## src/rtl/twfs_pkg.sv

```systemverilog
// Package for the time-window frame smoother.
// Holds the field widths, register indexes, reset values and sequencer states.
// No dependencies; used by time_window_frame_smoother.
`default_nettype none

package twfs_pkg;

  localparam int unsigned FIELD_W          = 16;
  localparam int unsigned SUM_W            = FIELD_W + 1;
  localparam int unsigned DIV_CNT_W        = $clog2(SUM_W + 1);
  localparam int unsigned CFG_IDX_W        = 1;
  localparam int unsigned WINDOW_DEPTH_DEF = 64;

  localparam logic [CFG_IDX_W-1:0] CFG_SMOOTH_PERIOD = 1'd0;
  localparam logic [CFG_IDX_W-1:0] CFG_MAX_FRAME     = 1'd1;

  localparam logic [FIELD_W-1:0] SMOOTH_PERIOD_RST = 16'd500;
  localparam logic [FIELD_W-1:0] MAX_FRAME_RST     = 16'd250;

  typedef enum logic [2:0] {
    ST_IDLE,
    ST_CHECK,
    ST_ACC,
    ST_DIV,
    ST_DONE
  } twfs_state_t;

endpackage

`default_nettype wire

```

## src/rtl/time_window_frame_smoother.sv

```systemverilog
// Time-window frame smoother: moving average of frame intervals over a time span.
// Uses twfs_pkg for widths, register indexes, reset values and sequencer states.
//
// Usage: each request on the in_ channel carries one frame interval in ms. It is
// appended to a ring of WINDOW_DEPTH entries, then a sequencer walks the ring from
// the newest entry backwards through the single ring read port, reading each entry in
// a check state and adding it in an accumulate state, until the kept sum reaches
// smooth_period_ms or the valid entries run out. A restoring divider then produces
// the mean, one quotient bit a cycle, and the result request carries the mean and
// the mean capped at max_frame_ms. The next request can be accepted in the same
// cycle as the result becomes valid, not before. in_tready is high only while the
// sequencer is idle. A finished result waits in the output register while the
// next input request is accepted and processed; if the receiver stalls, the
// sequencer holds the following result until the output register frees. The
// configuration port writes a register at each clock edge with cfg_we high; the user
// must write it only while the block is idle; the block itself does not enforce it.
// Synchronous reset empties the window and restores the register defaults; the
// ring contents need no clearing.
`default_nettype none

module time_window_frame_smoother #(
  parameter int unsigned WINDOW_DEPTH = twfs_pkg::WINDOW_DEPTH_DEF
) (
  input  wire logic                           clk,
  input  wire logic                           rst_n,
  input  wire logic                           in_tvalid,
  output logic                                in_tready,
  input  wire logic [twfs_pkg::FIELD_W-1:0]   in_tdata,    // [15:0] interval_ms
  output logic                                out_tvalid,
  input  wire logic                           out_tready,
  output logic [2*twfs_pkg::FIELD_W-1:0]      out_tdata,   // [15:0] mean_ms, [31:16] frame_ms
  input  wire logic                           cfg_we,
  input  wire logic [twfs_pkg::CFG_IDX_W-1:0] cfg_index,
  input  wire logic [twfs_pkg::FIELD_W-1:0]   cfg_wdata
);

  localparam int unsigned IW    = (WINDOW_DEPTH > 1) ? $clog2(WINDOW_DEPTH) : 1;
  localparam int unsigned CW    = $clog2(WINDOW_DEPTH + 1);
  localparam int unsigned FW    = twfs_pkg::FIELD_W;
  localparam int unsigned SW    = twfs_pkg::SUM_W;
  localparam int unsigned DCW   = twfs_pkg::DIV_CNT_W;
  localparam logic [IW-1:0] LAST_SLOT = IW'(WINDOW_DEPTH - 1);
  localparam logic [CW-1:0] FULL_CNT  = CW'(WINDOW_DEPTH);
  localparam logic [DCW-1:0] DIV_LAST = DCW'(SW - 1);

  logic [FW-1:0] ring [WINDOW_DEPTH];
  logic [FW-1:0] rd_data_r;

  twfs_pkg::twfs_state_t state_r, state_nxt;

  logic [FW-1:0]  period_r, max_frame_r;
  logic [IW-1:0]  newest_r, newest_nxt;
  logic [CW-1:0]  kept_cnt_r, kept_cnt_nxt;
  logic [IW-1:0]  walk_slot_r, walk_slot_nxt;
  logic [CW-1:0]  walked_r, walked_nxt;
  logic [CW-1:0]  avail_r, avail_nxt;
  logic [SW-1:0]  sum_r, sum_nxt;
  logic [SW-1:0]  dvd_r, dvd_nxt;
  logic [CW-1:0]  rem_r, rem_nxt;
  logic [DCW-1:0] div_cnt_r, div_cnt_nxt;
  logic           out_tvalid_r, out_tvalid_nxt;
  logic [FW-1:0]  mean_r, mean_nxt;
  logic [FW-1:0]  frame_r, frame_nxt;

  logic           in_acc;
  logic           rd_en;
  logic           walk_go;
  logic           out_free;
  logic [IW-1:0]  next_slot;
  logic [IW-1:0]  prev_slot;
  logic [CW:0]    rem_sh;
  logic           div_ge;
  logic [FW-1:0]  mean_val;

  assign in_tready  = (state_r == twfs_pkg::ST_IDLE);
  assign in_acc     = in_tvalid && in_tready;
  assign out_tvalid = out_tvalid_r;
  assign out_tdata  = {frame_r, mean_r};
  assign out_free   = !out_tvalid_r || out_tready;

  assign next_slot = (newest_r == LAST_SLOT) ? '0 : newest_r + 1'b1;
  assign prev_slot = (walk_slot_r == '0) ? LAST_SLOT : walk_slot_r - 1'b1;
  assign walk_go   = (walked_r < avail_r) && (sum_r < {1'b0, period_r});
  assign rd_en     = (state_r == twfs_pkg::ST_CHECK) && walk_go;

  assign rem_sh   = {rem_r, dvd_r[SW-1]};
  assign div_ge   = rem_sh >= {1'b0, walked_r};
  assign mean_val = (walked_r == '0) ? '0 : dvd_r[FW-1:0];

  always_ff @(posedge clk) begin
    if (in_acc) begin
      ring[next_slot] <= in_tdata;
    end
    if (rd_en) begin
      rd_data_r <= ring[walk_slot_r];
    end
  end

  always_comb begin
    state_nxt = state_r;
    unique case (state_r)
      twfs_pkg::ST_IDLE:  if (in_acc) state_nxt = twfs_pkg::ST_CHECK;
      twfs_pkg::ST_CHECK: state_nxt = walk_go ? twfs_pkg::ST_ACC : twfs_pkg::ST_DIV;
      twfs_pkg::ST_ACC:   state_nxt = twfs_pkg::ST_CHECK;
      twfs_pkg::ST_DIV:   if (div_cnt_r == DIV_LAST) state_nxt = twfs_pkg::ST_DONE;
      twfs_pkg::ST_DONE:  if (out_free) state_nxt = twfs_pkg::ST_IDLE;
      default:            state_nxt = twfs_pkg::ST_IDLE;
    endcase
  end

  always_comb begin
    newest_nxt     = newest_r;
    kept_cnt_nxt   = kept_cnt_r;
    walk_slot_nxt  = walk_slot_r;
    walked_nxt     = walked_r;
    avail_nxt      = avail_r;
    sum_nxt        = sum_r;
    dvd_nxt        = dvd_r;
    rem_nxt        = rem_r;
    div_cnt_nxt    = div_cnt_r;
    out_tvalid_nxt = out_tvalid_r && !out_tready;
    mean_nxt       = mean_r;
    frame_nxt      = frame_r;
    unique case (state_r)
      twfs_pkg::ST_IDLE: begin
        if (in_acc) begin
          newest_nxt    = next_slot;
          walk_slot_nxt = next_slot;
          walked_nxt    = '0;
          sum_nxt       = '0;
          avail_nxt     = (kept_cnt_r == FULL_CNT) ? kept_cnt_r : kept_cnt_r + 1'b1;
        end
      end
      twfs_pkg::ST_CHECK: begin
        if (!walk_go) begin
          kept_cnt_nxt = walked_r;
          dvd_nxt      = sum_r;
          rem_nxt      = '0;
          div_cnt_nxt  = '0;
        end
      end
      twfs_pkg::ST_ACC: begin
        sum_nxt       = sum_r + SW'(rd_data_r);
        walked_nxt    = walked_r + 1'b1;
        walk_slot_nxt = prev_slot;
      end
      twfs_pkg::ST_DIV: begin
        rem_nxt     = div_ge ? CW'(rem_sh - {1'b0, walked_r}) : CW'(rem_sh);
        dvd_nxt     = {dvd_r[SW-2:0], div_ge};
        div_cnt_nxt = div_cnt_r + 1'b1;
      end
      twfs_pkg::ST_DONE: begin
        if (out_free) begin
          out_tvalid_nxt = 1'b1;
          mean_nxt       = mean_val;
          frame_nxt      = (mean_val > max_frame_r) ? max_frame_r : mean_val;
        end
      end
      default: begin
      end
    endcase
  end

  always_ff @(posedge clk) begin
    if (!rst_n) begin
      state_r      <= twfs_pkg::ST_IDLE;
      newest_r     <= '0;
      kept_cnt_r   <= '0;
      out_tvalid_r <= 1'b0;
      period_r     <= twfs_pkg::SMOOTH_PERIOD_RST;
      max_frame_r  <= twfs_pkg::MAX_FRAME_RST;
    end else begin
      state_r      <= state_nxt;
      newest_r     <= newest_nxt;
      kept_cnt_r   <= kept_cnt_nxt;
      out_tvalid_r <= out_tvalid_nxt;
      if (cfg_we) begin
        unique case (cfg_index)
          twfs_pkg::CFG_SMOOTH_PERIOD: period_r    <= cfg_wdata;
          twfs_pkg::CFG_MAX_FRAME:     max_frame_r <= cfg_wdata;
          default: begin
          end
        endcase
      end
    end
  end

  always_ff @(posedge clk) begin
    walk_slot_r <= walk_slot_nxt;
    walked_r    <= walked_nxt;
    avail_r     <= avail_nxt;
    sum_r       <= sum_nxt;
    dvd_r       <= dvd_nxt;
    rem_r       <= rem_nxt;
    div_cnt_r   <= div_cnt_nxt;
    mean_r      <= mean_nxt;
    frame_r     <= frame_nxt;
  end

endmodule

`default_nettype wire

```

## config.mk

```make
export PLATFORM = sky130hd
export DESIGN_NAME = time_window_frame_smoother
export DESIGN_NICKNAME = d
export VERILOG_FILES = /design/src/rtl/twfs_pkg.sv /design/src/rtl/time_window_frame_smoother.sv
export SDC_FILE = /design/constraint.sdc
export NUM_CORES = 1
export LEC_CHECK = 0
export BUFFER_PORTS_ARGS = -buffer_cell sky130_fd_sc_hd__buf_2
export CORE_MARGIN = 5
export CORE_UTILIZATION = 52
export CTS_CLUSTER_DIAMETER = 80
export DETAILED_ROUTE_END_ITERATION = 12
export PLACE_DENSITY = 0.71
export RECOVER_POWER = 50
export SLEW_MARGIN = 20
export SYNTH_ARGS = -nofsm -noshare
export SYNTH_HDL_FRONTEND = slang
export SYNTH_SLANG_ARGS = --single-unit
```

## constraint.sdc

```tcl
create_clock -name clk -period 5.3 [get_ports clk]
set_input_delay 1.59 -clock clk [delete_from_list [all_inputs] [get_ports clk]]
set_output_delay 1.59 -clock clk [all_outputs]
set_load 0.005 [all_outputs]
```

==> After elaboration in Yosys (flattened, before gate mapping) <==
Memories as Yosys holds them, arrays and structs flattened. A register that Yosys moved wholly into a read port is not among the register bits.
Cells that the tools add are included.
W data, S select, Z words.
{ "classes": {"addsub": 7, "order_cmp": 4, "eq_ne": 11, "muxes": 27, "bitwise_logic": 2, "reduce_logical": 20} }
{ "ops": {"columns": ["cell", "count"], "rows": [
  ["$pmux W17 S2", 2],
  ["$mux W17", 2],
  ["$mux W16", 2],
  ["$mux W7", 4],
  ["$pmux W7 S2", 2],
  ["$mux W6", 3],
  ["$add A17 B16 Y17", 1],
  ["$lt A17 B16 Y1", 1],
  ["$gt A16 B16 Y1", 1],
  ["$pmux W3 S5", 1],
  ["$add A7 B1 Y7 const B", 2],
  ["$reduce_and A2 Y1", 7],
  ["$pmux W6 S2", 1],
  ["$pmux W5 S2", 1],
  ["$mux W3", 3],
  ["$ge A8 B7 Y1", 1],
  ["$eq A7 B7 Y1 const B", 1],
  ["$logic_not A7 Y1", 1],
  ["$lt A7 B7 Y1", 1],
  ["$sub A7 B7 Y7", 1],
  ["$add A6 B1 Y6 const B", 1],
  ["$eq A3 B2 Y1 const B", 2],
  ["$eq A6 B6 Y1 const B", 1],
  ["$logic_not A6 Y1", 1],
  ["16 further kinds", 28]
]} }
{ "word_totals": {"regBits": 147, "ramBits": 1024, "out_inout_bits": 34, "elab_cells": 87, "mem_count": 1} }
{ "mem_list": {"columns": ["memory", "words", "width", "rd", "rd_clocked_by_memory_dff", "write_ports", "line_no", "rtl"], "rows": [
  ["ring", 64, 16, 1, 1, 1, "time_window_frame_smoother.sv:46", "logic [FW-1:0] ring [WINDOW_DEPTH];"]
]} }

==> Logic depth before layout (Yosys ltp) <==
{ "depth": {"word_depth": 4, "ltp_mapped": 13} }

==> Worst setup path after synthesis <==
Ideal clock, no wire load.
{ "synth_timing": {"kind": "register -> register", "from": "register walked_r[6]", "to": "register rd_data_r[0] (read register of ring) (enable)", "arrival_time_ns": 3.505, "t_required_ns": 4.870, "setup_slack_ns": 1.365, "path_stages_with_launch": 7, "n_path_buf": 0, "synth_period_minus_slack_ns": 3.935, "cell_sequence": "edfxtp_1 -> ha_1 -> a2111o_1 -> a221o_1 -> a311oi_1 -> nand2_1 -> nor4_1"} }
{ "synth_via": {"elab_chain_cells": 3} }
{ "synth_rtl": {"columns": ["element", "line_no", "rtl"], "rows": [
  ["start: declaration", "time_window_frame_smoother.sv:55", "logic [CW-1:0] walked_r, walked_nxt;"],
  ["start signal: assignment", "time_window_frame_smoother.sv:190", "walked_r <= walked_nxt;"],
  ["$lt A7 B7 Y1", "time_window_frame_smoother.sv:83", "assign walk_go = (walked_r < avail_r) && (sum_r < {1'b0, period_r});"],
  ["$logic_and A1 B1 Y1", "time_window_frame_smoother.sv:83", null],
  ["$logic_and A1 B1 Y1", "time_window_frame_smoother.sv:84", "assign rd_en = (state_r == twfs_pkg::ST_CHECK) && walk_go;"],
  ["named net rd_en", "time_window_frame_smoother.sv:66", "logic rd_en;"],
  ["end: declaration", "time_window_frame_smoother.sv:47", "logic [FW-1:0] rd_data_r;"]
]} }
The timed path passes the listed nets, and every way through them passes these cells.
A chain may end at the register's enable or synchronous reset.

==> Worst setup path after layout <==
{ "layout_timing": {"from": "register walked_r[2]", "to": "register frame_r[3], data pin"} }
{ "layout_via": {"elab_chain_cells": 4} }
{ "layout_rtl": {"columns": ["element", "line_no", "rtl"], "rows": [
  ["$logic_not A7 Y1", "time_window_frame_smoother.sv:88", "assign mean_val = (walked_r == '0) ? '0 : dvd_r[FW-1:0];"],
  ["$mux W16", "time_window_frame_smoother.sv:88", null],
  ["named net mean_val[11]", "time_window_frame_smoother.sv:73", "logic [FW-1:0] mean_val;"],
  ["$gt A16 B16 Y1", "time_window_frame_smoother.sv:156", "frame_nxt = (mean_val > max_frame_r) ? max_frame_r : mean_val;"],
  ["$mux W16", "time_window_frame_smoother.sv:156", null],
  ["end signal: assignment", "time_window_frame_smoother.sv:197", "frame_r <= frame_nxt;"],
  ["end: declaration", "time_window_frame_smoother.sv:63", "logic [FW-1:0] frame_r, frame_nxt;"]
]} }
The timed path passes the listed nets, and every way through them passes these cells.

==> impl_metrics.ini <==
[sta]
hold_viol_final = 0
max_slew_margin_pct = -121
max_freq_ghz = 0.232
finalSetupViolations = 0
skew_ns = 0.0245
rsz0062_at_grt = false
whs_ns = 0.462
drv_slew = 879
worst_pin_slew_ns = 3.31
fin_crit_sh_pct = 81.4
finalSetupTns_ns = 0
finalCriticalPeriod_ns = 4.31

[grt]
grt_pass1_wl_microns = 160000
grt_max_degree = 121
grt_pass1_vias = 24800
antenna_found_initial = 0
gr-total-overflow = 0
track_usage_pct = 21.6

[critical_path]
worst-path-max-fanout = 16
worstSetupPathType = register to register
cp_data_arrival_time_ns = 4.73
worstPathRequired_ns = 5.72
start_kind = register
cp-end-kind = register

[detailed_routing]
drt_iter0_drc = 2836
antenna_left = 0
firstDrtPassIters = 7
wl_per_cell_microns = 26.6
vias_per_cell = 6.15
drc_errors = 0
finalWirelength_microns = 106000
vias = 24500

[floorplan]
core-area_sq_um = 91700
io_pins = 72
start_util_pct = 52.4
fp.dieH_microns = 314
die-width_microns = 314
die_area_sq_um = 98500
rows = 111

[clock_network]
clk_latency_ns = 0.69
clockBufferDepth = 3
cts.sinks = 1187
cts_made_buffers = 114
tritoncts = built
cts-root-buf = clkbuf_16
clk_pin_slew_ns = 0.06
postCtsSetupBuffers = 0
hold_buffers = 0
postCtsResizedCells = 0
htree_levels = 3

[synth]
ys_seq_area_share_pct = 73.3
synth_warnings = 0
synthesis.area_per_instance_sq_um = 18.9
ys_dominant_reg_cell = edfxtp_1
netlist_instances = 2535
ys_ff_latch = 1187
syn-cell-area_sq_um = 48000
async_flop_share_pct = 0
ys_types = 65
synth_edf_count = 1138
synth_fp_nets = 2644

[placed_design]
place_hpwl_microns = 66100
place_congestion = 0.915
portBuffers = 71

[pwr]
vdd_drop_max_mv = 0.326
finalPower_w = 0.0206
p_per_area_nw_per_um2 = 382
total_leakage_power_nw = 17.5

[status]
violations = capacitance limit, slew limit
outcome = finished with violations

[final_layout]
fillers = 6580
fin_nets = 2816
syn_to_final_growth_pct = 12.0
drive_above_1_share_pct = 23.0
diodes = 0

[worst_hold_path]
hold_path_class = register to register

[run]
cap_violations = 21
[path summary, 6_finish.rpt]
path / depth (start not counted) / slack (ns) / to / start
hold reg to reg: 2 / 0.46 / period_r[14] / period_r[14]
hold / removal: 2 / 0.46 / period_r[14] / period_r[14]
setup / recovery: 9 / 0.99 / frame_r[3] / walked_r[2]
setup reg to reg: 9 / 0.99 / frame_r[3] / walked_r[2]
[per-stage QoR]
step | instances | area [sq um] | worst slack [ns] | utilization (%)
4_1_cts | 3992 | 53900 | 0.964 | 58.7
2_1_floorplan | 2535 | 48000 | 1.37 | -
5_1_grt | 3992 | 53800 | 0.635 | 58.6
6_report | 3992 | 53800 | 0.987 | 58.6
3_5_place_dp | 3777 | 50100 | 0.993 | 54.7
3_3_place_gp | 3777 | 50100 | 1.12 | 54.7
[placed cells by master (no fill, tap or decap), types with 26 or more instances in the layout]
cell,n
a211oi_1,26
a21oi_1,77
buf_2,55
buf_4,75
clkbuf_1,58
clkbuf_16,118
clkinv_2,30
dfxtp_1,49
edfxtp_1,1138
ha_1,69
inv_1,68
mux2_2,30
mux2i_1,27
mux4_2,290
nand2_1,196
nand3_1,29
nor2_1,121
o211ai_1,27
o21ai_0,40
[power breakdown]
group	internal, W	total (W)	switching, W
logic	0.000833	0.00207	0.00123
clock network	0.00453	0.00796	0.00343
registers	0.0104	0.0105	0.0000905
total	0.0158	0.0206	0.00476
[state kept, by name, summed over array words and instances, names as in the netlist, 7 cells and up]
register	count
ring	1024
avail_r	7
walked_r	7
sum_r	17
rd_data_r	16
mean_r	16
rem_r	7
kept_cnt_r	7
max_frame_r	16
period_r	16
frame_r	16
dvd_r	17
[synth_stat cells, types with 3 or more instances]
| library cell | number | area [sq um] |
|---|---|---|
| o21ai_0 | 40 | 200 |
| and3_1 | 9 | 56.3 |
| dfxtp_1 | 49 | 981 |
| nor4_1 | 3 | 18.8 |
| nor3b_1 | 6 | 45.0 |
| nand4_1 | 6 | 37.5 |
| a21oi_1 | 77 | 385 |
| edfxtp_1 | 1138 | 34200 |
| buf_6 | 7 | 78.8 |
| nor3_1 | 18 | 90.1 |
| a22oi_1 | 10 | 75.1 |
| inv_1 | 68 | 255 |
| mux2i_1 | 27 | 270 |
| buf_1 | 16 | 60.1 |
| o311a_1 | 3 | 30.0 |
| a21o_1 | 15 | 113 |
| o31ai_1 | 3 | 22.5 |
| mux2_2 | 30 | 338 |
| o21a_1 | 7 | 52.6 |
| nor2b_1 | 20 | 125 |
| a211oi_1 | 26 | 195 |
| nand2_1 | 196 | 736 |
| a221o_1 | 4 | 40.0 |
| nor2_1 | 122 | 458 |
| ha_1 | 69 | 863 |
| buf_4 | 11 | 82.6 |
| clkbuf_1 | 57 | 214 |
| and2_1 | 23 | 144 |
| a311o_1 | 6 | 60.1 |
| o22ai_1 | 11 | 68.8 |
| xor2_1 | 8 | 70.1 |
| xnor2_1 | 22 | 193 |
| mux4_2 | 290 | 6530 |
| o211ai_1 | 27 | 203 |
| nand2b_1 | 5 | 31.3 |
| a32oi_1 | 3 | 26.3 |
| or2_2 | 5 | 31.3 |
| buf_2 | 27 | 135 |
| a31oi_1 | 8 | 50.1 |
| nand3_1 | 29 | 145 |
| or3_1 | 7 | 43.8 |
[logic make-up (layout without fill, tap and decap cells)]
logic type      after synthesis  after routing  synth area share [%]
simple gates                457            457                  4.23
compound gates              254            254                  3.46
fa+ha+maj                    71             71                  1.88
buf+inv                     189            460                  1.75
mux                         347            347                  14.9
flops                      1187           1187                  73.3
xor+xnor                     30             30                 0.548
[per-layer routing]
metal  part of all wire, %  GRT usage [%]
met1                    41           30.9
met2                    49           35.1
met3                   7.6           3.96
met4                   2.7           5.47
met5                     0              0
[area by class of cell]
cell class	count	area [sq um]	area share (%)
Timing Repair Buffer	175	1140	2.12
Inverter	70	263	0.489
Sequential cell	1187	35200	65.4
Clock buffer	139	3030	5.64
Multi-Input combinational cell	1159	12000	22.3
Tap cell	1186	1480	2.76
Clock inverter	76	677	1.26
[critical path, cell delays in order, from the launching register on]
cell	delay, ns
edfxtp_1	0.51
nor4_1	0.31
nand3_1	0.46
and2_0	0.39
ha_1	0.30
and3_1	0.18
a221o_1	0.34
a221o_1	0.38
o21ai_2	0.74
mux2_2	0.42
Note: power is estimated with default switching activity, not from simulation.
